### src/hdl/dcd_pkg.sv
// ----------------------------------------------------------------------------
// Day count to date: shared package
// Field widths, calendar constants, month table and the sequencer program.
// ----------------------------------------------------------------------------
`default_nettype none

package dcd_pkg;

  // Result field widths
  localparam int unsigned DAY_W   = 5;
  localparam int unsigned MONTH_W = 4;
  localparam int unsigned YEAR_W  = 13;
  // Day within the year, 1 .. 366
  localparam int unsigned REM_W   = 9;

  // Calendar constants
  localparam logic [YEAR_W-1:0]  EPOCH_YEAR = 13'd1601;
  localparam int unsigned        YEAR_DAYS  = 365;
  localparam int unsigned        LEAP_CYCLE = 400;
  // 100 = 4 * CENT_DIV and 400 = 16 * CENT_DIV
  localparam int unsigned        CENT_DIV   = LEAP_CYCLE / 16;
  localparam logic [MONTH_W-1:0] MONTH_FEB  = 4'd1;
  localparam logic [MONTH_W-1:0] MONTH_LAST = 4'd11;

  // Result for the day before the epoch
  localparam logic [DAY_W-1:0]   ZERO_DAY   = 5'd31;
  localparam logic [MONTH_W-1:0] ZERO_MONTH = 4'd12;
  localparam logic [YEAR_W-1:0]  ZERO_YEAR  = 13'd1600;

  // Program steps; the step counter wraps from the last back to the first
  typedef enum logic [2:0] {
    ST_IDLE,
    ST_EST,
    ST_TERMS,
    ST_SUM,
    ST_TEST,
    ST_REM,
    ST_MONTH,
    ST_EMIT
  } step_e;

  // Datapath operations
  typedef enum logic [2:0] {
    OP_LOAD,
    OP_EST,
    OP_TERMS,
    OP_SUM,
    OP_TEST,
    OP_REM,
    OP_MONTH,
    OP_EMIT
  } op_e;

  // Advance condition: step on when true, else jump to the target
  typedef enum logic [2:0] {
    CD_ALWAYS,
    CD_IN_TAKEN,
    CD_YEAR_FITS,
    CD_MONTH_FOUND,
    CD_OUT_FREE
  } cond_e;

  typedef struct packed {
    op_e   op;
    cond_e adv;
    step_e tgt;
  } cw_t;

  // Control store
  function automatic cw_t ucode(step_e s);
    cw_t cw;
    unique case (s)
      ST_IDLE:  cw = '{op: OP_LOAD,  adv: CD_IN_TAKEN,    tgt: ST_IDLE};
      ST_EST:   cw = '{op: OP_EST,   adv: CD_ALWAYS,      tgt: ST_EST};
      ST_TERMS: cw = '{op: OP_TERMS, adv: CD_ALWAYS,      tgt: ST_TERMS};
      ST_SUM:   cw = '{op: OP_SUM,   adv: CD_ALWAYS,      tgt: ST_SUM};
      ST_TEST:  cw = '{op: OP_TEST,  adv: CD_YEAR_FITS,   tgt: ST_TERMS};
      ST_REM:   cw = '{op: OP_REM,   adv: CD_ALWAYS,      tgt: ST_REM};
      ST_MONTH: cw = '{op: OP_MONTH, adv: CD_MONTH_FOUND, tgt: ST_MONTH};
      ST_EMIT:  cw = '{op: OP_EMIT,  adv: CD_OUT_FREE,    tgt: ST_EMIT};
    endcase
    return cw;
  endfunction

  // Month lengths, February stretched in leap years
  function automatic logic [DAY_W-1:0] month_len(logic [MONTH_W-1:0] m, logic leap);
    logic [DAY_W-1:0] len;
    case (m)
      4'd0:    len = 5'd31;
      4'd1:    len = leap ? 5'd29 : 5'd28;
      4'd2:    len = 5'd31;
      4'd3:    len = 5'd30;
      4'd4:    len = 5'd31;
      4'd5:    len = 5'd30;
      4'd6:    len = 5'd31;
      4'd7:    len = 5'd31;
      4'd8:    len = 5'd30;
      4'd9:    len = 5'd31;
      4'd10:   len = 5'd30;
      4'd11:   len = 5'd31;
      default: len = 5'd31;
    endcase
    return len;
  endfunction

endpackage

`default_nettype wire

### src/hdl/dcd_if.sv
// ----------------------------------------------------------------------------
// Day count to date: channel interfaces
// Valid/ready channels for the day count word and the date word.
// ----------------------------------------------------------------------------
`default_nettype none

interface dcd_in_if #(
  parameter int unsigned COUNT_BITS = 20
) ();
  logic                  valid;
  logic                  ready;
  logic [COUNT_BITS-1:0] day_count;

  modport source (output valid, output day_count, input ready);
  modport sink   (input valid, input day_count, output ready);
endinterface

interface dcd_out_if ();
  import dcd_pkg::*;

  logic               valid;
  logic               ready;
  logic [DAY_W-1:0]   day_of_month;
  logic [MONTH_W-1:0] month_number;
  logic [YEAR_W-1:0]  year_number;

  modport source (output valid, output day_of_month, output month_number,
                  output year_number, input ready);
  modport sink   (input valid, input day_of_month, input month_number,
                  input year_number, output ready);
endinterface

`default_nettype wire

### src/hdl/day_count_to_date_top.sv
// The accepted word passes the estimate step, then the shared year-correction loop (terms, sum,
//   test), run once more for each of k year-estimate corrections (0..2 at 20 count bits),
//   then the one-month-per-cycle walk over m months (0..11), then the emit step, which waits
//   for a free output. One word at a time: a new word is taken only in idle, after emitting.
// Reset: asynchronous, clears the step counter to idle and empties the output register.
// ----------------------------------------------------------------------------
// Day count to date: top level
// Microcoded converter from a day count (day 1 = 1 Jan 1601) to day, month, year.
// ----------------------------------------------------------------------------
`default_nettype none

module day_count_to_date_top #(
  parameter int unsigned COUNT_BITS = 20
) (
  input  logic      clk_i,
  input  logic      rst_ni,
  dcd_in_if.sink    in_i,
  dcd_out_if.source out_o
);
  import dcd_pkg::*;

  // Widths: year offset, days-before sum, year count, divide-by-25 operand and quotient, products
  localparam int unsigned OFF_BITS = COUNT_BITS - 8;
  localparam int unsigned DB_W     = COUNT_BITS + 1;
  localparam int unsigned VB       = OFF_BITS + 1;
  localparam int unsigned DW       = OFF_BITS - 1;
  localparam int unsigned QW       = DW - 4;
  localparam int unsigned NP_W     = 2 * COUNT_BITS + 1;
  localparam int unsigned DP_W     = 2 * DW + 1;

  // Exact reciprocals for the count range
  localparam int unsigned S365 = COUNT_BITS + 9;
  localparam int unsigned S25  = DW + 5;
  localparam logic [COUNT_BITS:0] M365 =
    (COUNT_BITS + 1)'(((64'd1 << S365) + 64'(YEAR_DAYS) - 64'd1) / 64'(YEAR_DAYS));
  localparam logic [DW:0] M25 =
    (DW + 1)'(((64'd1 << S25) + 64'(CENT_DIV) - 64'd1) / 64'(CENT_DIV));

  // Sequencer
  step_e pc_q, pc_d;
  cw_t   cw;
  logic  adv;

  // Datapath registers
  logic [COUNT_BITS-1:0] n_q;
  logic                  zero_q;
  logic [OFF_BITS-1:0]   off_q;
  logic [DB_W-1:0]       t365_q;
  logic [DB_W-1:0]       db_q;
  logic [QW-1:0]         qa_q;
  logic [QW-1:0]         qb_q;
  logic [REM_W-1:0]      rem_q;
  logic [MONTH_W-1:0]    m_q;
  logic                  leap_q;
  logic [YEAR_W-1:0]     year_q;

  // Output register
  logic                  out_valid_q;
  logic [DAY_W-1:0]      out_day_q;
  logic [MONTH_W-1:0]    out_month_q;
  logic [YEAR_W-1:0]     out_year_q;

  // Combinational datapath
  logic                  in_fire;
  logic                  out_free;
  logic [NP_W-1:0]       n_prod;
  logic [OFF_BITS-1:0]   off_est;
  logic [VB-1:0]         v;
  logic [DW-1:0]         div_a_op;
  logic [DW-1:0]         div_b_op;
  logic [DP_W-1:0]       div_a_prod;
  logic [DP_W-1:0]       div_b_prod;
  logic                  year_over;
  logic [DAY_W-1:0]      len;
  logic                  month_more;
  logic                  is_quad;
  logic                  is_cent;
  logic                  is_quad_cent;

  assign cw       = ucode(pc_q);
  assign in_i.ready = (cw.op == OP_LOAD);
  assign in_fire  = in_i.valid && in_i.ready;
  assign out_free = !out_valid_q || out_o.ready;

  // Year estimate: count / 365 by reciprocal
  assign n_prod  = NP_W'(n_q) * NP_W'(M365);
  assign off_est = n_prod[S365 +: OFF_BITS];

  // Shared divide-by-25 pair: offset terms in the loop, leap-test terms at the test step
  assign v        = VB'(off_q) + VB'(1);
  assign div_a_op = (cw.op == OP_TERMS) ? DW'(off_q >> 2) : DW'(v >> 2);
  assign div_b_op = (cw.op == OP_TERMS) ? DW'(off_q >> 4) : DW'(v >> 4);
  assign div_a_prod = DP_W'(div_a_op) * DP_W'(M25);
  assign div_b_prod = DP_W'(div_b_op) * DP_W'(M25);

  // Estimate too high while the days before the year reach the count
  assign year_over = (off_q != '0) && (db_q >= DB_W'(n_q));

  // Leap rule on the year counted from 1600
  assign is_quad      = (v[1:0] == 2'd0);
  assign is_cent      = is_quad && (VB'(v >> 2) == VB'(qa_q) * VB'(CENT_DIV));
  assign is_quad_cent = (v[3:0] == 4'd0) && (VB'(v >> 4) == VB'(qb_q) * VB'(CENT_DIV));

  // Month walk
  assign len        = month_len(m_q, leap_q);
  assign month_more = (rem_q > REM_W'(len)) && (m_q != MONTH_LAST);

  // Decode the advance condition
  always_comb begin
    adv = 1'b1;
    case (cw.adv)
      CD_ALWAYS:      adv = 1'b1;
      CD_IN_TAKEN:    adv = in_fire;
      CD_YEAR_FITS:   adv = !year_over;
      CD_MONTH_FOUND: adv = !month_more;
      CD_OUT_FREE:    adv = out_free;
      default:        adv = 1'b1;
    endcase
  end

  // Next step: advance or jump
  always_comb begin
    pc_d = adv ? step_e'(3'(pc_q + 3'd1)) : cw.tgt;
  end

  // Step counter and output valid
  always_ff @(posedge clk_i or negedge rst_ni) begin
    if (!rst_ni) begin
      pc_q        <= ST_IDLE;
      out_valid_q <= 1'b0;
    end else begin
      pc_q <= pc_d;
      if (cw.op == OP_EMIT && out_free) begin
        out_valid_q <= 1'b1;
      end else if (out_o.ready) begin
        out_valid_q <= 1'b0;
      end
    end
  end

  // Datapath, driven by the current control word
  always_ff @(posedge clk_i) begin
    case (cw.op)
      OP_LOAD: begin
        if (in_fire) begin
          n_q    <= COUNT_BITS'(in_i.day_count);
          zero_q <= (COUNT_BITS'(in_i.day_count) == '0);
        end
      end
      OP_EST: begin
        off_q <= off_est;
      end
      OP_TERMS: begin
        t365_q <= DB_W'(off_q) * DB_W'(YEAR_DAYS);
        qa_q   <= div_a_prod[S25 +: QW];
        qb_q   <= div_b_prod[S25 +: QW];
      end
      OP_SUM: begin
        db_q <= t365_q + DB_W'(off_q >> 2) - DB_W'(qa_q) + DB_W'(qb_q);
      end
      OP_TEST: begin
        // step the estimate down; load the leap-test quotients for the kept year
        if (year_over) begin
          off_q <= off_q - OFF_BITS'(1);
        end
        qa_q <= div_a_prod[S25 +: QW];
        qb_q <= div_b_prod[S25 +: QW];
      end
      OP_REM: begin
        rem_q  <= REM_W'(DB_W'(n_q) - db_q);
        year_q <= EPOCH_YEAR + YEAR_W'(off_q);
        leap_q <= is_quad && (!is_cent || is_quad_cent);
        m_q    <= '0;
      end
      OP_MONTH: begin
        if (month_more) begin
          rem_q <= rem_q - REM_W'(len);
          m_q   <= m_q + MONTH_W'(1);
        end
      end
      OP_EMIT: begin
        if (out_free) begin
          out_day_q   <= zero_q ? ZERO_DAY   : DAY_W'(rem_q);
          out_month_q <= zero_q ? ZERO_MONTH : m_q + MONTH_W'(1);
          out_year_q  <= zero_q ? ZERO_YEAR  : year_q;
        end
      end
    endcase
  end

  // Drive the result word
  assign out_o.valid        = out_valid_q;
  assign out_o.day_of_month = out_day_q;
  assign out_o.month_number = out_month_q;
  assign out_o.year_number  = out_year_q;

endmodule

`default_nettype wire

### src/flat_wrapper.sv
// flat-port wrapper written by rule: the top's interface ports become plain ports
module day_count_to_date_top_flat import dcd_pkg::*;
#(
  parameter int unsigned COUNT_BITS = 20
)
  (clk_i, rst_ni, in_i_valid, in_i_day_count, in_i_ready, out_o_valid, out_o_day_of_month, out_o_month_number, out_o_year_number, out_o_ready);
  dcd_in_if #(.COUNT_BITS(COUNT_BITS)) in_i_i ();
  dcd_out_if out_o_i ();
  input  logic clk_i;
  input  logic rst_ni;
  input wire logic [$bits(in_i_i.valid)-1:0] in_i_valid;
  input wire logic [$bits(in_i_i.day_count)-1:0] in_i_day_count;
  output wire logic [$bits(in_i_i.ready)-1:0] in_i_ready;
  output wire logic [$bits(out_o_i.valid)-1:0] out_o_valid;
  output wire logic [$bits(out_o_i.day_of_month)-1:0] out_o_day_of_month;
  output wire logic [$bits(out_o_i.month_number)-1:0] out_o_month_number;
  output wire logic [$bits(out_o_i.year_number)-1:0] out_o_year_number;
  input wire logic [$bits(out_o_i.ready)-1:0] out_o_ready;
  assign in_i_i.valid = in_i_valid;
  assign in_i_i.day_count = in_i_day_count;
  assign in_i_ready = in_i_i.ready;
  assign out_o_valid = out_o_i.valid;
  assign out_o_day_of_month = out_o_i.day_of_month;
  assign out_o_month_number = out_o_i.month_number;
  assign out_o_year_number = out_o_i.year_number;
  assign out_o_i.ready = out_o_ready;
  day_count_to_date_top #(.COUNT_BITS(COUNT_BITS)) u_core (.clk_i(clk_i), .rst_ni(rst_ni), .in_i(in_i_i), .out_o(out_o_i));
endmodule
### config.mk
export PLATFORM = sky130hd
export DESIGN_NAME = day_count_to_date_top_flat
export DESIGN_NICKNAME = d
export VERILOG_FILES = /design/src/hdl/dcd_pkg.sv /design/src/hdl/dcd_if.sv /design/src/hdl/day_count_to_date_top.sv /design/src/flat_wrapper.sv
export SDC_FILE = /design/constraint.sdc
export NUM_CORES = 1
export LEC_CHECK = 0
export BUFFER_PORTS_ARGS = -buffer_cell sky130_fd_sc_hd__buf_2
export CAP_MARGIN = 20
export CORE_MARGIN = 10
export CORE_UTILIZATION = 50
export DETAILED_ROUTE_END_ITERATION = 7
export GPL_ROUTABILITY_DRIVEN = 0
export GPL_TIMING_DRIVEN = 0
export PLACE_DENSITY = 0.66
export SLEW_MARGIN = 20
export SYNTH_ARGS = -nofsm -noshare
export SYNTH_HDL_FRONTEND = slang
export SYNTH_SLANG_ARGS = --single-unit
### constraint.sdc
create_clock -name clk_i -period 13.5 [get_ports clk_i]
set_input_delay 0.675 -clock clk_i [delete_from_list [all_inputs] [get_ports clk_i]]
set_output_delay 0.675 -clock clk_i [all_outputs]
set_load 0.01 [all_outputs]
==> results of run 1 <==
cells by family (layout without fill, tap and decap cells):
family | count (synthesis) | count (layout) | synth area share (%)
adder cells (fa/ha/maj) | 681 | 681 | 49.0
buffers and inverters | 498 | 578 | 8.99
AND/OR/NAND/NOR | 291 | 291 | 7.08
AO/OA/AOI/OAI | 265 | 265 | 8.51
flip-flops | 141 | 141 | 20.2
XOR/XNOR | 139 | 139 | 5.90
multiplexers | 7 | 7 | 0.347
registers in the layout, summed over array words and instances (netlist names):
name                       count
u_core.off_q                  12
u_core.leap_q                  1
u_core.n_q                    20
u_core.rem_q                   9
u_core.out_o.year_number      13
u_core.out_o.month_number      4
u_core.m_q                     4
u_core.out_o.valid             1
u_core.year_q                 13
u_core.qa_q                    7
u_core.t365_q                 21
u_core.out_o.day_of_month      5
u_core.pc_q                    3
u_core.qb_q                    6
u_core.zero_q                  1
u_core.db_q                   21
cell usage after synthesis, types with 8 or more instances:
library cell  number
nand2b_1          11
edfxtp_1         137
a211o_1            8
nand2_1           54
clkbuf_1          12
nand3_1           27
inv_1            477
nor2b_1           28
or3_1             10
a31oi_1            9
nor2_1            74
fa_1             228
nor4_1            13
o21ai_0           43
a211oi_1          11
and3_1             9
nand4_1            9
xnor2_1           95
a21o_1            42
nor3_1            27
ha_1             453
o21a_1            11
xor2_1            42
a21oi_1           72
or2_2             11
final cells by class:
type	instances	area, µm²	area share [%]
Multi-Input combinational cell	1383	14800	66.1
Buffer	18	75.1	0.334
Clock inverter	15	191	0.853
Sequential cell	141	4210	18.8
Tap cell	532	666	2.97
Timing Repair Buffer	48	243	1.08
Inverter	480	1800	8.03
Clock buffer	17	425	1.90
per-stage QoR:
step	area (µm²)	setup WS [ps]	hold WS, ps	std cells
2_1_floorplan	20900	7270	379	2022
3_3_place_gp	21800	5810	482	2601
3_5_place_dp	21800	5800	487	2602
4_1_cts	22400	5760	33.5	2634
5_1_grt	22400	5500	32.6	2634
6_report	22400	6010	45.1	2634
per-layer routing:
layer	track usage, %	up-vias
met5	0	-
li1	-	6807
met4	4.94	0
met1	23.8	6861
met2	31.8	254
met3	2.16	52
worst max-delay path, stage by stage, from the launching register on:
cell	delay (ps)
dfrtp_1	560
inv_2	220
nand2_1	230
inv_2	510
nor3_1	180
xnor2_1	810
inv_1	370
fa_1	600
inv_1	100
ha_1	290
inv_1	40
fa_1	470
inv_1	60
fa_1	530
inv_1	60
fa_1	540
inv_1	50
ha_1	290
nand4_1	130
nor2_1	80
nor2_1	100
nand3_1	140
a21o_1	220
a41oi_1	370
a21oi_1	140
xor2_1	160
layout by cell type, fill, tap and decap left out, types with 12 or more instances in the layout:
cell,instances
edfxtp_1,137
nor2b_1,28
buf_2,50
ha_1,453
inv_1,477
a21oi_1,72
clkbuf_16,17
xor2_1,41
o21ai_0,43
a21o_1,42
nand3_1,27
nand2_1,54
nor3_1,27
xnor2_1,93
fa_1,228
nor4_1,13
clkbuf_1,12
nor2_1,72
worst paths after layout:
path	from	end	slack (ps)	cells after the start
setup / recovery	u_core.pc_q[2]$_DFF_PN0_	u_core.qa_q[5]$_DFFE_PP_	6010	25
max in group asynchronous	rst_ni	u_core.pc_q[2]$_DFF_PN0_	13330	1
min in group clk_i	in_i_day_count[11]	u_core.n_q[11]$_DFFE_PP_	450	1
hold / removal	rst_ni	u_core.out_o.valid$_DFFE_PN0P_	50	1
setup reg to reg	u_core.pc_q[2]$_DFF_PN0_	u_core.qa_q[5]$_DFFE_PP_	6010	25
hold reg to reg	u_core.year_q[6]$_DFFE_PP_	u_core.out_o.year_number[6]$_SDFFCE_PP1P_	500	1
==> results_dict.tcl, run 1 <==
set metrics [dict create \
    yosysTopAreaCell "ha_1" \
    area_growth_pct 7.47 \
    hpwlAfterDp_um 37200 \
    slew_viol_final 0 \
    cts.htree.levels 4 \
    synth_seq_cells 141 \
    cp-start-kind "flip-flop" \
    cts_setup_buffers 0 \
    top_layer "met4" \
    fillers 3577 \
    wl_met2_um 21600 \
    crit_type "reg2reg" \
    path_clk_slew_ps 60 \
    final_antenna_net_count 0 \
    vias_per_cell 5.31 \
    clk_path_buf_depth 2 \
    syn_nets 2727 \
    synth_edf_count 137 \
    tightest_slew_ps 1110 \
    end_kind "flip-flop" \
    die_h_um 224 \
    start_util_pct 50.8 \
    rsz0062_at_grt "false" \
    max_freq_mhz 134 \
    cts-buffers-inserted 17 \
    antenna_found_initial 0 \
    route.detailed.drc 0 \
    final_layout_size_suffix_gt1_share_pct 5.85 \
    drt-wirelength-per-cell_um 16.8 \
    io_pins 48 \
    cts.hold.buffers_added 0 \
    cts_tree "done" \
    netlist_instances 2022 \
    routed_wl_um 44300 \
    final_nets 2794 \
    status "complete, no violations" \
    clock_latency_ps 430 \
    synth_top_area_share_pct 27.1 \
    grt_use_total_pct 18.4 \
    finClkSkew_ps 16.9 \
    dieArea_um2 50300 \
    first_global_vias 14874 \
    dieWidth_um 224 \
    worst_ep_required_time_ps 13670 \
    coreArea_um2 41100 \
    yosysUniqueCellTypes 75 \
    met3_length_um 1780 \
    grt_pass1_wl_um 74600 \
    yosysWarningCount 0 \
    grt_overflow_total 0 \
    drt_iter0_drc 892 \
    fin_crit_ps 7490 \
    max-cap-violations 0 \
    vias 13974 \
    critPathArrivalTime_ps 7660 \
    cts_root_buf "clkbuf_16" \
    tns_ps 0 \
    grt_max_degree 29 \
    syn-cell-area_um2 20900 \
    diodes 0 \
    synthFlopType "edfxtp_1" \
    setup_viol 0 \
    cts-resized-gates 0 \
    avgSynthCellArea_um2 10.3 \
    min_period_over_period_pct 55.5 \
    final_core_util_pct 54.6 \
    crit_fanout 28 \
    portBuffers 47 \
    std_cell_rows 74 \
    synthArstFlopShare_pct 2.84 \
    wl_met1_um 20100 \
    synth_area_leaders "ha_1 27%, fa_1 22%, edfxtp_1 20%" \
    relSlewSlack_pct 25.5 \
    ys_seq_area_share_pct 20.2 \
    hold_viol 0 \
    clock-sinks 141 \
    hold_path_class "in2async" \
    dr.pass1.iters 5 \
]
Power of run 1 is not shown: default switching activity piles up to over one toggle a cycle in this logic, so the estimate is an artifact.
==> run 2: changes to the inputs <==
--- a/config.mk
+++ b/config.mk
@@ -5,6 +5,7 @@
 export SDC_FILE = /design/constraint.sdc
 export NUM_CORES = 1
 export LEC_CHECK = 0
+export ABC_AREA = 1
 export BUFFER_PORTS_ARGS = -buffer_cell sky130_fd_sc_hd__buf_2
 export CAP_MARGIN = 20
 export CORE_MARGIN = 10
==> constraint.sdc (replaced) <==
create_clock -name clk_i -period 7 [get_ports clk_i]
set_input_delay 0.35 -clock clk_i [delete_from_list [all_inputs] [get_ports clk_i]]
set_output_delay 0.35 -clock clk_i [all_outputs]
set_load 0.01 [all_outputs]
==> results_dict.tcl, run 2 <==
set metrics [dict create \
    status "complete, no violations" \
    die_h_um 232 \
    clock_latency_ps 460 \
    final_nets 3355 \
    top_layer "met4" \
    max-cap-violations 0 \
    final_antenna_net_count 0 \
    cts_setup_buffers 0 \
    wl_met1_um 22900 \
    rsz0062_at_grt "false" \
    final_layout_size_suffix_gt1_share_pct 5.33 \
    timing.hold.ws_ps 82.9 \
    crit_start "u_core.off_q[1]$_DFFE_PP_" \
    fin_crit_ps 6590 \
    reg2reg_from "u_core.off_q[1]$_DFFE_PP_" \
    setup_viol 0 \
    cts.htree.levels 4 \
    clk_path_buf_depth 2 \
    placed_area_um2 23500 \
    grt_use_total_pct 19.3 \
    final_common_cell "inv_1" \
    hold_path_class "in2reg" \
    final_cell_mix "617 x inv_1, 453 x ha_1, 396 x nand2_1" \
    tightest_slew_ps 977 \
    area_growth_pct 7.35 \
    synth_seq_cells 141 \
    crit_fanout 9 \
    yosysTopAreaCell "ha_1" \
    fin_area_um2 24200 \
    grt_overflow_total 0 \
    max_freq_mhz 152 \
    worstHoldStart "in_i_day_count[11]" \
    synth_common_cells "617 x inv_1, 453 x ha_1, 396 x nand2_1" \
    drt-wirelength-per-cell_um 15.6 \
    clock-sinks 141 \
    top_regs "u_core.db_q x21, u_core.t365_q x21, u_core.n_q x20" \
    start_util_pct 50.7 \
    fillers 4000 \
    dr.pass1.iters 8 \
    synth.most_common_cell "inv_1" \
    cts-buffers-inserted 17 \
    dieArea_um2 53900 \
    dieWidth_um 232 \
    drt_iter0_drc 983 \
    critPathArrivalTime_ps 6800 \
    first_global_vias 17158 \
    grt_max_degree 28 \
    synthArstFlopShare_pct 2.84 \
    tns_ps 0 \
    route.detailed.drc 0 \
    crit_type "reg2reg" \
    relSlewSlack_pct 34.9 \
    synth_area_leaders "ha_1 25%, fa_1 20%, edfxtp_1 18%" \
    path_clk_slew_ps 70 \
    synthFlopType "edfxtp_1" \
    min_period_over_period_pct 94.2 \
    antenna_found_initial 0 \
    routed_wl_um 50600 \
    hold_viol 0 \
    io_pins 48 \
    end_kind "flip-flop" \
    vias_per_cell 5.21 \
    finClkSkew_ps 14.3 \
    met3_length_um 2220 \
    ys_seq_area_share_pct 18.7 \
    portBuffers 47 \
    syn-cell-area_um2 22500 \
    worst_ep_required_time_ps 7200 \
    cts_root_buf "clkbuf_16" \
    netlist_instances 2580 \
    synth_top_area_share_pct 25.2 \
    syn_nets 3285 \
    hpwlAfterDp_um 43000 \
    slew_viol_final 0 \
    coreArea_um2 44400 \
    cp-start-kind "flip-flop" \
    std_cell_rows 77 \
    synth_edf_count 137 \
    yosysWarningCount 0 \
    vias 16949 \
    final_core_util_pct 54.4 \
    wl_met2_um 24700 \
    grt_pass1_wl_um 84400 \
    avgSynthCellArea_um2 8.73 \
    yosysUniqueCellTypes 49 \
    diodes 0 \
    cts_tree "done" \
]
run 2: cell families after synthesis:
family / share of synthesized area [%]
AO/OA/AOI/OAI: 7.02
XOR/XNOR: 3.30
adder cells (fa/ha/maj): 45.4
buffers and inverters: 10.9
flip-flops: 18.7
multiplexers: 0.0445
AND/OR/NAND/NOR: 14.6
run 2: worst paths after layout:
path	depth (start not counted)	to	slack, ps
min in group asynchronous	2	u_core.out_o.valid$_DFFE_PN0P_	230
hold / removal	1	u_core.n_q[11]$_DFFE_PP_	80
max in group asynchronous	2	u_core.pc_q[2]$_DFF_PN0_	6630
setup reg to reg	25	u_core.qa_q[4]$_DFFE_PP_	410
hold reg to reg	1	u_core.out_o.year_number[6]$_SDFFCE_PP1P_	520
setup / recovery	25	u_core.qa_q[4]$_DFFE_PP_	410
run 2: critical path, cell delays in order, from the launching register on:
cell and delay (ps):
edfxtp_1 650, ha_1 240, buf_4 150, nand2_1 90, nor2_4 150, nand3_2 200
nor2_1 730, inv_1 230, fa_1 590, inv_1 90, ha_1 290, inv_1 40
fa_1 470, inv_1 50, fa_1 530, inv_1 50, fa_1 530, inv_1 40
ha_1 330, nand2_1 60, o21ai_0 350, a21oi_1 120, nand2_1 130, nand3_1 80
nand2_1 80, xor2_1 60
run 2: layer usage:
layer	vias up	GRT usage (%)
met5	-	0
met4	0	4.62
met3	51	2.82
met2	350	33.7
met1	8152	24.8
li1	8396	-
run 2: cell type report:
| class | count | area [µm²] | share of cell area [%] |
|---|---|---|---|
| sequential | 141 | 4210 | 17.4 |
| clock buffer | 17 | 425 | 1.76 |
| buffer | 18 | 115 | 0.476 |
| clock inverter | 15 | 189 | 0.782 |
| multi-input combinational | 1798 | 15900 | 65.7 |
| timing repair buffer | 50 | 258 | 1.07 |
| inverter | 624 | 2340 | 9.69 |
| tap | 592 | 741 | 3.06 |
run 2: timing repair:
action	CTS	global route
pin swaps	0	1
endpoints found under the setup margin	7	7
hold buffers	1	0
gates cloned	0	1
endpoints found under the hold margin	4	0
resized for setup	1	3
run 2: per-stage QoR:
stage          cells  setup WS (ps)
4_1_cts         3253          0.744
3_5_place_dp    3220           -387
2_1_floorplan   2580            660
3_3_place_gp    3219          -1130
5_1_grt         3255           15.8
6_report        3255            406
Power of run 2 is left out for the same reason.
==> run 3: changes to the inputs <==
--- a/config.mk
+++ b/config.mk
@@ -9,11 +9,11 @@
 export BUFFER_PORTS_ARGS = -buffer_cell sky130_fd_sc_hd__buf_2
 export CAP_MARGIN = 20
 export CORE_MARGIN = 10
-export CORE_UTILIZATION = 50
+export CORE_UTILIZATION = 57
 export DETAILED_ROUTE_END_ITERATION = 7
 export GPL_ROUTABILITY_DRIVEN = 0
 export GPL_TIMING_DRIVEN = 0
-export PLACE_DENSITY = 0.66
+export PLACE_DENSITY = 0.74
 export SLEW_MARGIN = 20
 export SYNTH_ARGS = -nofsm -noshare
 export SYNTH_HDL_FRONTEND = slang
==> results_dict.tcl, run 3 (synthesis gave the netlist of run 2 again) <==
set metrics [dict create \
    relSlewSlack_pct 36.1 \
    crit_fanout 9 \
    die_h_um 219 \
    dieArea_um2 47800 \
    route.detailed.drc 0 \
    diodes 0 \
    area_growth_pct 6.79 \
    start_util_pct 58.0 \
    cts_tree "done" \
    crit_type "reg2reg" \
    path_buf_inv 7 \
    rsz0062_at_grt "false" \
    grt_max_degree 28 \
    final_common_cell "inv_1" \
    max_stage_delay_ps 600 \
    setup_viol 0 \
    grt_overflow_total 0 \
    finClkSkew_ps 14.5 \
    final_cells 3183 \
    io_pins 48 \
    vias 17151 \
    dr.pass1.iters 6 \
    cpMostUsedCell "inv_1" \
    slew_viol_final 0 \
    clock-sinks 141 \
    std_cell_rows 72 \
    fin_crit_ps 6320 \
    antenna_found_initial 0 \
    final_nets 3357 \
    crit_slowest_cell "edfxtp_1" \
    clock_latency_ps 450 \
    hold_path_class "in2reg" \
    crit_family "adder cells" \
    cts.htree.levels 4 \
    critPathArrivalTime_ps 6520 \
    top_regs "u_core.db_q x21, u_core.t365_q x21, u_core.n_q x20" \
    clk_path_buf_depth 2 \
    worst_ep_required_time_ps 7200 \
    drt_iter0_drc 1007 \
    path_clk_slew_ps 60 \
    routed_wl_um 50500 \
    drt-wirelength-per-cell_um 15.9 \
    grt_use_total_pct 21.7 \
    status "complete, no violations" \
    max-cap-violations 0 \
    cts-buffers-inserted 17 \
    dieWidth_um 219 \
    place_inst 3147 \
    tightest_slew_ps 958 \
    min_period_over_period_pct 90.3 \
    end_kind "flip-flop" \
    timing.hold.ws_ps 89.5 \
    coreArea_um2 38800 \
    final_layout_size_suffix_gt1_share_pct 5.25 \
    final_antenna_net_count 0 \
    final_cell_mix "617 x inv_1, 453 x ha_1, 396 x nand2_1" \
    hpwlAfterDp_um 42200 \
    hold_viol 0 \
    vias_per_cell 5.39 \
    grt_pass1_wl_um 84700 \
    max_freq_mhz 158 \
    cts_root_buf "clkbuf_16" \
    cp-start-kind "flip-flop" \
    first_global_vias 17595 \
    portBuffers 47 \
]
run 3: cell types whose count changed in the layout (fill, tap and decap cells not counted), sizes merged:
cell / change
buf: +2
bufinv: +1
clkbuf: +3
clkinv: +4
clkinvlp: -1
inv: -7
run 3: metal layers:
| layer | global-route usage, % | vias up | wire length [µm] |
|---|---|---|---|
| li1 | - | 8384 | - |
| met1 | 27.6 | 8244 | 21900 |
| met2 | 37.5 | 434 | 24600 |
| met3 | 2.75 | 89 | 2560 |
| met4 | 7.12 | 0 | 1390 |
| met5 | 0 | - | 0 |
run 3: worst reg2reg max path, stage by stage, from the launching register on:
cell and delay, ps:
edfxtp_1 600, inv_1 290, nor2_8 240, nand4_1 140, nand2_1 180, inv_1 110
o21ai_1 510, inv_1 360, ha_1 290, o21bai_1 150, ha_1 280, inv_1 40
fa_1 470, inv_1 50, fa_1 540, inv_1 60, fa_1 530, inv_1 40
ha_1 330, nand2_1 70, o21ai_0 360, a21oi_1 120, nand2_1 120, nand3_1 70
nand2_1 80, xor2_1 60
run 3: worst paths after layout:
check                                                             end  cells after the start  slack, ps                   startpoint
setup / recovery                             u_core.qa_q[4]$_DFFE_PP_                     25        680    u_core.off_q[0]$_DFFE_PP_
hold / removal                               u_core.n_q[14]$_DFFE_PP_                      1         90           in_i_day_count[14]
setup reg to reg                             u_core.qa_q[4]$_DFFE_PP_                     25        680    u_core.off_q[0]$_DFFE_PP_
hold reg to reg            u_core.out_o.year_number[10]$_SDFFCE_PP1P_                      1        520  u_core.year_q[10]$_DFFE_PP_
max in group asynchronous                  u_core.pc_q[0]$_DFFE_PN0N_                      2       6600                       rst_ni
min in group asynchronous                    u_core.pc_q[2]$_DFF_PN0_                      2        260                       rst_ni
run 3: per-stage QoR:
stage                     util, %  setup TNS, ps  instance area (µm²)  worst slack, ps
after detailed placement     60.4          -1670                23400             -370
after global routing         61.9              0                24000              229
after floorplan                 -              0                22500              660
final                        61.9              0                24000              676
after CTS                    61.9              0                24000             20.5
after global placement       60.3         -10870                23400            -1020
run 3: what timing repair did:
item | CTS | global route
resized for setup | 1 | 4
setup endpoints to repair | 7 | 7
buffers inserted | 0 | 2
pin swaps | 0 | 1
endpoints found under the hold margin | 4 | 0
hold buffers | 1 | 0
gates cloned | 0 | 1
run 3: cell type report:
type	count	area [µm²]
repair buffers	52	275
well taps	518	648
clock buffers	20	437
inverters	624	2340
clock inverters	12	135
plain buffers	18	115
flip-flops and latches	141	4210
fillers	3249	14800
multi-input cells	1798	15900
Power of run 3 is left out for the same reason.
